<file path="src/design/cpt_pkg.sv">
// shared types and constants for the cascaded prescaled timer block
// no dependencies; imported by cpt_cell, cpt_out_buf and cascaded_prescaled_timers
package cpt_pkg;

	typedef enum logic [1:0] {
		ACT_TICK  = 2'd0,
		ACT_WCTL  = 2'd1,
		ACT_WRLD  = 2'd2,
		ACT_READ  = 2'd3
	} action_t;

	localparam int CNT_W = 16;
	localparam int CTL_W = 8;
	localparam int PSC_W = 11;

	localparam logic [CNT_W-1:0] CNT_MAX = 16'hFFFF;

	// control byte layout
	localparam int CTL_EN_BIT   = 7;
	localparam int CTL_IRQ_BIT  = 6;
	localparam int CTL_CASC_BIT = 2;

	localparam int FLAG_W = 4;
	localparam int OUT_W  = 24;

	// per-cell command decoded from one input word
	typedef struct packed {
		logic             tick;
		logic             wr_ctl;
		logic             wr_rld;
		logic [CNT_W-1:0] value;
	} cell_cmd_t;

	// prescale period for the two select bits: 1, 64, 256, 1024 ticks
	function automatic logic [PSC_W-1:0] prescale_period(input logic [1:0] sel);
		logic [PSC_W-1:0] per;
		case (sel)
			2'd0:    per = 11'd1;
			2'd1:    per = 11'd64;
			2'd2:    per = 11'd256;
			default: per = 11'd1024;
		endcase
		return per;
	endfunction

endpackage

</file>
<file path="src/design/cpt_cell.sv">
// one timer cell: counter, reload, control byte, prescale count and overflow flag
// depends on cpt_pkg; chained by cascaded_prescaled_timers through the cascade input
module cpt_cell (
	input  logic                      clk,
	input  logic                      arst_n,
	input  cpt_pkg::cell_cmd_t        cmd,
	input  logic                      casc_in,
	output logic                      casc_out,
	output logic                      irq,
	output logic                      ovf_next,
	output logic [cpt_pkg::CNT_W-1:0] count
);
	import cpt_pkg::*;

	logic [CNT_W-1:0] cnt_q, cnt_d;
	logic [CNT_W-1:0] rld_q, rld_d;
	logic [CTL_W-1:0] ctl_q, ctl_d;
	logic [PSC_W-1:0] psc_q, psc_d;
	logic             seen_q, seen_d;
	logic             ovf_q, ovf_d;

	logic             en;
	logic             step;
	logic             wrap;
	logic [CNT_W-1:0] cnt_base;
	logic [PSC_W-1:0] per;
	logic [PSC_W-1:0] psc_base;

	assign en  = ctl_q[CTL_EN_BIT];
	assign per = prescale_period(ctl_q[1:0]);

	always_comb begin
		cnt_d    = cnt_q;
		rld_d    = rld_q;
		ctl_d    = ctl_q;
		psc_d    = psc_q;
		seen_d   = seen_q;
		ovf_d    = ovf_q;
		step     = 1'b0;
		wrap     = 1'b0;
		psc_base = psc_q;
		// enable edge loads the reload value before stepping
		cnt_base = (en && !seen_q) ? rld_q : cnt_q;
		if (cmd.wr_ctl) begin
			ctl_d = cmd.value[CTL_W-1:0];
		end
		if (cmd.wr_rld) begin
			rld_d = cmd.value;
		end
		if (cmd.tick) begin
			seen_d = en;
			cnt_d  = cnt_base;
			if (en) begin
				if (ctl_q[CTL_CASC_BIT]) begin
					step = casc_in;
				end else if (psc_q >= per) begin
					psc_base = psc_q - per;
					step     = 1'b1;
				end
				wrap  = step && (cnt_base == CNT_MAX);
				ovf_d = wrap;
				if (wrap) begin
					cnt_d = rld_q;
				end else if (step) begin
					cnt_d = cnt_base + 1'b1;
				end
				psc_d = psc_base + 1'b1;
			end
		end
	end

	assign casc_out = wrap;
	assign irq      = wrap && ctl_q[CTL_IRQ_BIT];
	assign ovf_next = ovf_d;
	assign count    = cnt_q;

	always_ff @(posedge clk or negedge arst_n) begin
		if (!arst_n) begin
			cnt_q  <= '0;
			rld_q  <= '0;
			ctl_q  <= '0;
			psc_q  <= '0;
			seen_q <= 1'b0;
			ovf_q  <= 1'b0;
		end else begin
			cnt_q  <= cnt_d;
			rld_q  <= rld_d;
			ctl_q  <= ctl_d;
			psc_q  <= psc_d;
			seen_q <= seen_d;
			ovf_q  <= ovf_d;
		end
	end

endmodule

</file>
<file path="src/design/cpt_out_buf.sv">
// two-entry output buffer, keeps input accepted while one result waits
// depends on cpt_pkg for the result word width
module cpt_out_buf (
	input  logic                      clk,
	input  logic                      arst_n,
	input  logic                      in_valid,
	output logic                      in_ready,
	input  logic [cpt_pkg::OUT_W-1:0] in_data,
	output logic                      out_valid,
	input  logic                      out_ready,
	output logic [cpt_pkg::OUT_W-1:0] out_data
);
	import cpt_pkg::*;

	logic [OUT_W-1:0] head_q, tail_q;
	logic [1:0]       fill_q;
	logic             push, pop;

	assign in_ready  = (fill_q != 2'd2);
	assign out_valid = (fill_q != 2'd0);
	assign out_data  = head_q;
	assign push      = in_valid && in_ready;
	assign pop       = out_valid && out_ready;

	always_ff @(posedge clk or negedge arst_n) begin
		if (!arst_n) begin
			fill_q <= 2'd0;
		end else begin
			fill_q <= fill_q + {1'b0, push} - {1'b0, pop};
		end
	end

	always_ff @(posedge clk) begin
		if (pop) begin
			if (fill_q == 2'd2) begin
				head_q <= tail_q;
			end else if (push) begin
				head_q <= in_data;
			end
		end else if (push) begin
			if (fill_q == 2'd0) begin
				head_q <= in_data;
			end else begin
				tail_q <= in_data;
			end
		end
	end

endmodule

</file>
<file path="src/design/cascaded_prescaled_timers.sv">
// cascaded prescaled timers: a row of 16-bit timer cells, overflow ripples cell to cell
// result: one result word per input word, registered in the output buffer
// throughput: one word per cycle unless the buffer is full; the cascade ripple through all cells settles in that cycle
// a two-entry output buffer keeps input flowing while one result waits downstream
// reset: arst_n clears all counters, reload values, control bytes and flags at once
// depends on cpt_pkg, cpt_cell and cpt_out_buf
module cascaded_prescaled_timers #(
	parameter int NUM_TIMERS = 4
) (
	input  logic        clk,
	input  logic        arst_n,
	input  logic        s_axis_tvalid,
	output logic        s_axis_tready,
	// [15:0] write_value
	input  logic [15:0] s_axis_tdata,
	// [1:0] action, [3:2] timer_index
	input  logic [3:0]  s_axis_tuser,
	output logic        m_axis_tvalid,
	input  logic        m_axis_tready,
	// [15:0] read_data, [19:16] irq_pulses, [23:20] overflow_flags
	output logic [23:0] m_axis_tdata
);
	import cpt_pkg::*;

	logic [1:0]       action;
	logic [1:0]       timer_index;
	logic [CNT_W-1:0] write_value;
	logic             take;

	assign action      = s_axis_tuser[1:0];
	assign timer_index = s_axis_tuser[3:2];
	assign write_value = s_axis_tdata;
	assign take        = s_axis_tvalid && s_axis_tready;

	// cascade chain: link[i] feeds cell i, timer 0 never sees a cascade step
	logic [NUM_TIMERS:0]   link;
	logic [NUM_TIMERS-1:0] irq_vec;
	logic [NUM_TIMERS-1:0] ovf_vec;
	logic [CNT_W-1:0]      cnt_vec [NUM_TIMERS];

	assign link[0] = 1'b0;

	genvar gi;
	generate
		for (gi = 0; gi < NUM_TIMERS; gi++) begin : g_cell
			cell_cmd_t cmd;
			logic      sel;

			// only indexes below NUM_TIMERS address a cell
			assign sel        = (32'(timer_index) == gi);
			assign cmd.tick   = take && (action == ACT_TICK);
			assign cmd.wr_ctl = take && (action == ACT_WCTL) && sel;
			assign cmd.wr_rld = take && (action == ACT_WRLD) && sel;
			assign cmd.value  = write_value;

			cpt_cell u_cell (
				.clk      (clk),
				.arst_n   (arst_n),
				.cmd      (cmd),
				.casc_in  (link[gi]),
				.casc_out (link[gi+1]),
				.irq      (irq_vec[gi]),
				.ovf_next (ovf_vec[gi]),
				.count    (cnt_vec[gi])
			);
		end
	endgenerate

	// read mux, zero for other actions or an unpopulated index
	logic [CNT_W-1:0] read_data;
	always_comb begin
		read_data = '0;
		if (action == ACT_READ) begin
			for (int i = 0; i < NUM_TIMERS; i++) begin
				if (32'(timer_index) == i) begin
					read_data = cnt_vec[i];
				end
			end
		end
	end

	// only the first four timers report pulses and flags
	logic [FLAG_W-1:0] irq_pulses;
	logic [FLAG_W-1:0] overflow_flags;
	generate
		for (gi = 0; gi < FLAG_W; gi++) begin : g_flag
			if (gi < NUM_TIMERS) begin : g_on
				assign irq_pulses[gi]     = irq_vec[gi];
				assign overflow_flags[gi] = ovf_vec[gi];
			end else begin : g_off
				assign irq_pulses[gi]     = 1'b0;
				assign overflow_flags[gi] = 1'b0;
			end
		end
	endgenerate

	// result word is built from the state as it stands after this input word
	logic [OUT_W-1:0] result;
	assign result = {overflow_flags, irq_pulses, read_data};

	cpt_out_buf u_out (
		.clk       (clk),
		.arst_n    (arst_n),
		.in_valid  (s_axis_tvalid),
		.in_ready  (s_axis_tready),
		.in_data   (result),
		.out_valid (m_axis_tvalid),
		.out_ready (m_axis_tready),
		.out_data  (m_axis_tdata)
	);

endmodule

</file>
<file path="config.mk">
export PLATFORM = sky130hd
export DESIGN_NAME = cascaded_prescaled_timers
export DESIGN_NICKNAME = d
export VERILOG_FILES = /design/src/design/cpt_pkg.sv /design/src/design/cpt_cell.sv /design/src/design/cpt_out_buf.sv /design/src/design/cascaded_prescaled_timers.sv
export SDC_FILE = /design/constraint.sdc
export NUM_CORES = 1
export LEC_CHECK = 0
export ABC_AREA = 1
export BUFFER_PORTS_ARGS = -buffer_cell sky130_fd_sc_hd__buf_2
export CAP_MARGIN = 20
export CORE_MARGIN = 4
export CORE_UTILIZATION = 60
export CTS_CLUSTER_DIAMETER = 200
export DETAILED_ROUTE_END_ITERATION = 10
export GPL_ROUTABILITY_DRIVEN = 0
export GPL_TIMING_DRIVEN = 0
export PLACE_DENSITY = 0.8
export SETUP_SLACK_MARGIN = 0.5
export SYNTH_ARGS = -nofsm -noshare
export SYNTH_HDL_FRONTEND = slang
export SYNTH_SLANG_ARGS = --single-unit
</file>
<file path="constraint.sdc">
create_clock -name clk -period 7.61 [get_ports clk]
set_input_delay 0.3805 -clock clk [delete_from_list [all_inputs] [get_ports clk]]
set_output_delay 0.3805 -clock clk [all_outputs]
set_load 0.01 [all_outputs]
</file>
After elaboration in Yosys (flattened, before gate mapping)
Index checks and enable logic that the tools add are counted.
{"block": "classes", "n_addsub": 14, "mul": 0, "div_mod_pow": 0, "order_cmp": 4, "eq_ne": 20, "shift": 0, "mux": 78, "bitwise": 2, "n_reduce_logical": 46}
{"cell": "16-bit 2-to-1 mux", "count": 21}
{"cell": "11-bit 2-to-1 mux", "count": 16}
{"cell": "11-bit one-hot mux with 3 select lines", "count": 4}
{"cell": "24-bit 2-to-1 mux", "count": 5}
{"cell": "16-bit by 1-bit adder with 16-bit output (second input constant)", "count": 4}
{"cell": "16-bit == test (second input constant)", "count": 4}
{"cell": "11-bit by 1-bit adder with 11-bit output (second input constant)", "count": 4}
{"cell": "11-bit greater-or-equal comparator", "count": 4}
{"cell": "11-bit subtractor", "count": 4}
{"cell": "1-bit 2-to-1 mux", "count": 32}
{"cell": "1-bit logical AND", "count": 25}
{"cell": "2-bit == test (second input constant)", "count": 9}
{"cell": "2-bit zero test", "count": 7}
{"cell": "2-bit by 1-bit == test with 1-bit output (second input constant)", "count": 6}
{"cell": "2-bit AND reduction", "count": 4}
{"cell": "2-bit nonzero test", "count": 4}
{"cell": "3-bit AND reduction", "count": 2}
{"cell": "1-bit zero test", "count": 4}
{"cell": "2-bit by 1-bit adder with 2-bit output", "count": 1}
{"cell": "2-bit != test (second input constant)", "count": 1}
{"cell": "1-bit inverter", "count": 2}
{"cell": "2-bit by 1-bit subtractor with 2-bit output", "count": 1}
{"block": "totals", "ff_bits": 262, "latch_bits": 0, "ram_bits": 0, "rom_bits": 0, "inputBits": 24, "out_inout_bits": 26, "elab_cells": 191, "n_memories": 0}

Logic depth before layout (Yosys ltp)
{"block": "logic_depth", "depth_word": 32, "mapped_depth": 23}

Modules after synthesis
Synthesis repeated with hierarchy kept, for this count alone.
{"block": "hier_totals", "hier_cells": 2366, "hier_area_um2": 16784.8}
{"mod": "cpt_cell (g_cell[0].u_cell ...)", "n_inst": 2, "cells_per_inst": 510, "area_per_inst_um2": 3507.1}
{"mod": "cpt_cell (g_cell[1].u_cell)", "n_inst": 1, "cells_per_inst": 510, "area_per_inst_um2": 3554.7}
{"mod": "cpt_cell (g_cell[3].u_cell)", "n_inst": 1, "cells_per_inst": 519, "area_per_inst_um2": 3512.1}
{"mod": "cpt_out_buf", "n_inst": 1, "cells_per_inst": 155, "area_per_inst_um2": 1986.9}
{"mod": "cascaded_prescaled_timers", "n_inst": 1, "cells_per_inst": 162, "area_per_inst_um2": 716.9}

Worst setup path after synthesis
Ideal clock, no wire load.
{"block": "synth_timing", "path_type": "register -> register", "startpoint": "register u_out.fill_q[1]", "endpoint": "register u_out.tail_q[0] (enable)", "arrival_ns": 2.571, "path_slack_ns": 4.604, "path_stages_with_launch": 6, "n_path_buf": 0, "synth_period_minus_slack_ns": 3.006, "cell_sequence": "dfrtp_1 -> nand2_1 -> inv_1 -> nor2_2 -> inv_1 -> nor3_1"}
{"block": "synth_via", "elab_cells_between_ends": 8, "cone_classes": "eq/ne (1); bitwise (2); reduce/logical (5)"}
{"item": "start, declared", "line": "cpt_out_buf.sv:16", "rtl": "logic [1:0] fill_q;"}
{"item": "start signal, assigned", "line": "cpt_out_buf.sv:29", "rtl": "fill_q <= fill_q + {1'b0, push} - {1'b0, pop};"}
{"item": "2-bit != test", "line": "cpt_out_buf.sv:19", "rtl": "assign in_ready = (fill_q != 2'd2);"}
{"item": "net s_axis_tready", "line": "cascaded_prescaled_timers.sv:13", "rtl": "output logic s_axis_tready,"}
{"item": "1-bit logical AND", "line": "cpt_out_buf.sv:22", "rtl": "assign push = in_valid && in_ready;"}
{"item": "3-bit AND reduction (no line)"}
{"item": "end signal, assigned", "line": "cpt_out_buf.sv:44", "rtl": "tail_q <= in_data;"}
{"item": "end, declared", "line": "cpt_out_buf.sv:15", "rtl": "logic [OUT_W-1:0] head_q, tail_q;"}
The timed path passes the listed nets, and every way through them passes these cells.
A chain may end at the register's enable or synchronous reset.

Worst setup path in the final report
{"block": "layout_timing", "startpoint": "register g_cell[0].u_cell.ctl_q[1]", "endpoint": "register u_out.head_q[19], in the netlist u_out.out_data[19] (data pin)"}
{"block": "layout_via", "elab_chain_cells": 32, "elab_cells_between_ends": 36, "cone_classes": "order compare (1); eq/ne (2); mux (27); reduce/logical (6)"}
{"item": "start, declared", "line": "cpt_cell.sv:17", "rtl": "logic [CTL_W-1:0] ctl_q, ctl_d;"}
{"item": "start signal, assigned", "line": "cpt_cell.sv:88", "rtl": "ctl_q <= ctl_d;"}
{"item": "2-bit == test, or another cell as far along", "line": "cpt_pkg.sv:37", "rtl": "case (sel)"}
{"item": "11-bit one-hot mux with 3 select lines (*)", "line": "cpt_pkg.sv:37"}
{"item": "11-bit greater-or-equal comparator (*)", "line": "cpt_cell.sv:56", "rtl": "end else if (psc_q >= per) begin"}
{"item": "1-bit 2-to-1 mux (*)", "line": "cpt_cell.sv:56"}
{"item": "1-bit 2-to-1 mux (*)", "line": "cpt_cell.sv:54", "rtl": "if (ctl_q[CTL_CASC_BIT]) begin"}
{"item": "1-bit 2-to-1 mux (*)", "line": "cpt_cell.sv:53", "rtl": "if (en) begin"}
{"item": "1-bit 2-to-1 mux (*)", "line": "cpt_cell.sv:50", "rtl": "if (cmd.tick) begin"}
{"item": "1-bit logical AND (*)", "line": "cpt_cell.sv:60", "rtl": "wrap = step && (cnt_base == CNT_MAX);"}
{"item": "[... 16 more ...]"}
{"item": "1-bit 2-to-1 mux (*)", "line": "cpt_cell.sv:50"}
{"item": "1-bit logical AND (*)", "line": "cpt_cell.sv:60"}
{"item": "1-bit 2-to-1 mux (*)", "line": "cpt_cell.sv:53"}
{"item": "1-bit 2-to-1 mux (*)", "line": "cpt_cell.sv:50"}
{"item": "1-bit logical AND (*)", "line": "cpt_cell.sv:73", "rtl": "assign irq = wrap && ctl_q[CTL_IRQ_BIT];"}
{"item": "24-bit 2-to-1 mux (on tied branches)", "line": "cpt_out_buf.sv:41, cpt_out_buf.sv:37"}
{"item": "24-bit 2-to-1 mux (on tied branches)", "line": "cpt_out_buf.sv:40, cpt_out_buf.sv:35"}
{"item": "24-bit 2-to-1 mux (*)", "line": "cpt_out_buf.sv:34", "rtl": "if (pop) begin"}
{"item": "end signal, assigned", "line": "cpt_out_buf.sv:36", "rtl": "head_q <= tail_q;"}
{"item": "end signal, assigned", "line": "cpt_out_buf.sv:38", "rtl": "head_q <= in_data;"}
{"item": "end signal, assigned", "line": "cpt_out_buf.sv:42", "rtl": "head_q <= in_data;"}
{"item": "end, declared", "line": "cpt_out_buf.sv:15"}
Mark *: on every way between the ends. The rest lies on a longest branch, timed or not. The select of a mux whose other input is x is not followed.

==> flow_results.xml <==
<?xml version="1.0" encoding="UTF-8"?>
<metrics>
  <group name="sta">
    <metric name="worst-slew-pin-transition" unit="ps">969.8</metric>
    <metric name="finalWorstSetupSlack" unit="ps">3813</metric>
    <metric name="fin_worst_skew" unit="ps">17.19</metric>
    <metric name="timing.final.crit_period" unit="ps">3797</metric>
    <metric name="relative_slew_slack" unit="%">34.75</metric>
    <metric name="final_hold_viol_count" unit="">0</metric>
    <metric name="setup_viol_count_final" unit="">0</metric>
    <metric name="timing.final.crit_share" unit="%">49.90</metric>
    <metric name="rsz0062_at_grt" unit="">no</metric>
    <metric name="max_clock_freq" unit="MHz">263.3</metric>
    <metric name="timing.final.max_slew_violations" unit="">0</metric>
    <metric name="fin_setup_tns" unit="ps">0</metric>
  </group>
  <group name="synthesis">
    <metric name="ys_async_sr_fraction" unit="%">80.80</metric>
    <metric name="ys_types" unit="">52</metric>
    <metric name="syn_nets" unit="">2100</metric>
    <metric name="synth_seq_cells" unit="">250</metric>
    <metric name="ys_seq_area_share" unit="%">42.68</metric>
    <metric name="dominantRegCellSynth" unit="">sky130_fd_sc_hd__dfrtp_1</metric>
    <metric name="synth-edff-count" unit="">48</metric>
    <metric name="ys_warn_count" unit="">0</metric>
    <metric name="synthesis.area" unit="um^2">15220</metric>
    <metric name="synth_cells" unit="">2046</metric>
    <metric name="syn-mean-instance-area" unit="um^2">7.440</metric>
  </group>
  <group name="power">
    <metric name="power.density_cell_area" unit="nW/um^2">425.9</metric>
    <metric name="leakage_component_of_the_power" unit="uW">0.008084</metric>
    <metric name="pwr-share-seq" unit="%">32.0</metric>
    <metric name="vdd_drop_max" unit="mV">0.2588</metric>
    <metric name="power_switching_share" unit="%">46.24</metric>
    <metric name="internal_power" unit="uW">3869</metric>
    <metric name="switching_power" unit="uW">3327</metric>
    <metric name="clock_power_share" unit="%">18.9</metric>
    <metric name="power.share.combinational" unit="%">49.1</metric>
  </group>
  <group name="grt">
    <metric name="grt_max_degree" unit="">115</metric>
    <metric name="vias_in_the_first_global_route" unit="">13640</metric>
    <metric name="antenna_found_initial" unit="">1</metric>
    <metric name="global_route_wire_length_before_repair" unit="um">70940</metric>
    <metric name="grt_overflow" unit="">0</metric>
    <metric name="grt_usage" unit="%">30.98</metric>
  </group>
  <group name="clock_tree">
    <metric name="clk_pin_slew_worst_paths" unit="ps">60</metric>
    <metric name="cts_resized" unit="">0</metric>
    <metric name="ctsHtreeMaxLevel" unit="">1</metric>
    <metric name="skew_pair_late_insertion_delay" unit="ps">540</metric>
    <metric name="cts_inserted_buffers" unit="">28</metric>
    <metric name="number_of_buffers_added_to_fix_hold_violations_after_cts" unit="">1</metric>
    <metric name="cts_tree" unit="">done</metric>
    <metric name="cts-root-buf" unit="">sky130_fd_sc_hd__clkbuf_16</metric>
    <metric name="postCtsSetupRepairBufs" unit="">0</metric>
    <metric name="cts.sinks" unit="">250</metric>
    <metric name="ctsLongestPathBuffers" unit="">3</metric>
  </group>
  <group name="hold_path">
    <metric name="timing.hold.worst_path_depth" unit="">3</metric>
    <metric name="hold_class" unit="">primary input to flop</metric>
  </group>
  <group name="outcome">
    <metric name="failed_checks" unit="">DRC</metric>
    <metric name="outcome" unit="">finished, violations left</metric>
  </group>
  <group name="critical_path">
    <metric name="critical_path_cell_by_cell" unit="">or2_2, ha_1, inv_1, nor2_1, nand3_1, nand2_1, nor2_1, nor2_2, nand4_2, nand2_4, nand4_4, nand2_4, nand4_4, o21bai_4, buf_4, nand4_1, o22ai_1</metric>
    <metric name="timing_worst_setup_path_type" unit="">flop to flop</metric>
    <metric name="arrival" unit="ps">4150</metric>
    <metric name="crit_required" unit="ps">7960</metric>
    <metric name="worstSetupStartpointType" unit="">flop</metric>
    <metric name="slowest_cell_on_the_critical_path" unit="">sky130_fd_sc_hd__dfrtp_1</metric>
    <metric name="worst-r2r-cell-count" unit="">17</metric>
    <metric name="crit_path_max_fanout" unit="">10</metric>
    <metric name="end_kind" unit="">flop</metric>
    <metric name="timing.reg2reg.setup_slack" unit="ps">3810</metric>
    <metric name="critical_path.max_stage_delay" unit="ps">410</metric>
  </group>
  <group name="place">
    <metric name="place.detailed.hpwl" unit="um">32220</metric>
    <metric name="pre_cts_slack" unit="ps">3908</metric>
    <metric name="portBuffers" unit="">47</metric>
  </group>
  <group name="cells_and_area">
    <metric name="n_fill_cell" unit="">2062</metric>
    <metric name="final_nets" unit="">2182</metric>
    <metric name="drive_gt1_share" unit="%">7.721</metric>
    <metric name="antenna_diodes" unit="">0</metric>
    <metric name="area_delta_synth_final" unit="%">11.01</metric>
  </group>
  <group name="route">
    <metric name="drt-wirelength-per-cell" unit="um">17.85</metric>
    <metric name="drt-initial-drc-count" unit="">2003</metric>
    <metric name="vias_per_cell" unit="">5.906</metric>
    <metric name="aggregate_routed_wire_length" unit="um">44270</metric>
    <metric name="final_antenna_net_count" unit="">0</metric>
    <metric name="detail_route.drc_violations" unit="">2</metric>
    <metric name="num_vias" unit="">14650</metric>
    <metric name="drtPass1Iterations" unit="">11</metric>
  </group>
  <group name="floorplan">
    <metric name="dieArea" unit="um^2">27980</metric>
    <metric name="floorplan.die.width" unit="um">167.3</metric>
    <metric name="floorplan.die.height" unit="um">167.3</metric>
    <metric name="ios" unit="">50</metric>
    <metric name="initial_core_util" unit="%">60.80</metric>
    <metric name="fp-row-count" unit="">58</metric>
    <metric name="core_area" unit="um^2">25040</metric>
  </group>
  <group name="job">
    <metric name="max_cap_viol_count" unit="">0</metric>
  </group>
</metrics>
==> per-stage QoR <==
stage               utilization (%)  instance area (um^2)  hold slack [ps]  instances  power [uW]
floorplan                         -                 15220            84.91       2046        4831
global placement              63.39                 15870            469.7       2423        5573
detailed placement            63.70                 15950            474.0       2426        5729
CTS                           67.45                 16890            243.3       2479        7117
global route                  67.49                 16900            264.5       2480        7784
finish                        67.49                 16900            267.9       2480        7196
==> cell usage after synthesis, drive strengths merged (18+ instances only) <==
cell type  count  area share [%]
inv          266             6.6
clkbuf        45             1.1
dfrtp        202              33
nand4         27             1.3
nand2        597              15
nor2         142             3.8
o211ai        22             1.1
o21ai        251             8.3
ha            30             2.5
nand3        134             4.8
a21oi         41             1.3
xor2          48             2.8
nor3          46             1.6
o221ai        18             1.0
edfxtp        48             9.5
a22oi         27             1.3
==> placed cells by master, fill, tap and decap left out, types with 8 or more instances in the layout <==
cell and n:
sky130_fd_sc_hd__clkbuf_1 54, sky130_fd_sc_hd__edfxtp_1 48, sky130_fd_sc_hd__nand4_1 24, sky130_fd_sc_hd__dfrtp_1 202, sky130_fd_sc_hd__o21ai_1 14, sky130_fd_sc_hd__nand3_1 125, sky130_fd_sc_hd__inv_1 262, sky130_fd_sc_hd__nand3_2 8
sky130_fd_sc_hd__xor2_1 48, sky130_fd_sc_hd__a21oi_1 41, sky130_fd_sc_hd__a22oi_1 26, sky130_fd_sc_hd__xnor2_1 11, sky130_fd_sc_hd__clkbuf_16 29, sky130_fd_sc_hd__or2_2 11, sky130_fd_sc_hd__nor3_1 42, sky130_fd_sc_hd__nand2_1 587
sky130_fd_sc_hd__nor2_1 131, sky130_fd_sc_hd__ha_1 30, sky130_fd_sc_hd__buf_2 56, sky130_fd_sc_hd__a31oi_1 8, sky130_fd_sc_hd__o221ai_1 18, sky130_fd_sc_hd__o21ai_0 237, sky130_fd_sc_hd__o211ai_1 22, sky130_fd_sc_hd__o22ai_1 8
==> registers in the layout (all words and copies together) (netlist names) <==
| name | cells |
|---|---|
| g_cell.u_cell.ovf_q | 4 |
| u_out.fill_q | 2 |
| g_cell.u_cell.count | 64 |
| u_out.out_data | 24 |
| u_out.tail_q | 24 |
| g_cell.u_cell.rld_q | 64 |
| g_cell.u_cell.ctl_q | 20 |
| g_cell.u_cell.psc_q | 44 |
| g_cell.u_cell.seen_q | 4 |
==> critical path, delay by kind of cell, from the launching register on <==
family / cells / cell delay [ps]
AND/OR/NAND/NOR: 12 / 1990
buffers and inverters: 2 / 280
adder cells (fa/ha/maj): 1 / 360
flip-flops: 1 / 410
AO/OA/AOI/OAI: 2 / 560
==> power groups by stage <==
| stage | registers [uW] | logic (uW) | clock network, uW |
|---|---|---|---|
| final | 2300 | 3540 | 1360 |
| after global routing | 2340 | 4020 | 1420 |
| after CTS | 2280 | 3470 | 1370 |
| after detailed placement | 2290 | 3440 | 0 |
| after global placement | 2280 | 3290 | 0 |
| after floorplan | 2170 | 2660 | 0 |
==> worst paths after layout <==
path / start / end
max: g_cell[0].u_cell.ctl_q[1] / u_out.out_data[19]
min: s_axis_tdata[5] / g_cell[3].u_cell.rld_q[5]
max reg2reg: g_cell[0].u_cell.ctl_q[1] / u_out.out_data[19]
min reg2reg: g_cell[1].u_cell.ctl_q[6] / g_cell[1].u_cell.ctl_q[6]
max in group asynchronous: arst_n / g_cell[3].u_cell.ctl_q[0]
min in group asynchronous: arst_n / g_cell[0].u_cell.psc_q[1]
==> metal layers <==
layer	share of wire [%]	global-route usage, %	vias up
met5	0.025	0	-
met4	4.5	11.96	2
met3	10	5.146	141
met2	45	48.69	760
met1	41	43.43	6837
li1	-	-	6908
==> layout make-up <==
type                            count  area, um^2  share of cell area, %
Buffer                             62       275.3                  1.629
Tap cell                          330       412.9                  2.444
Timing Repair Buffer               52       324.1                  1.918
Clock buffer                       43       828.3                  4.902
Multi-Input combinational cell   1464        7446                  44.07
Inverter                          270        1015                  6.005
Sequential cell                   250        6496                  38.44
Clock inverter                      9       100.1                 0.5924
==> cell families (layout without fill, tap and decap cells) <==
group	count (synthesis)	count (layout)	share of synthesized area, %
compound gates	396	396	14.85
flops	250	250	42.68
buf+inv	332	436	8.474
fa+ha+maj	30	30	2.466
simple gates	972	972	27.67
xor+xnor	59	59	3.395
mux	7	7	0.4685
Note: power is estimated with default switching activity, not from simulation.
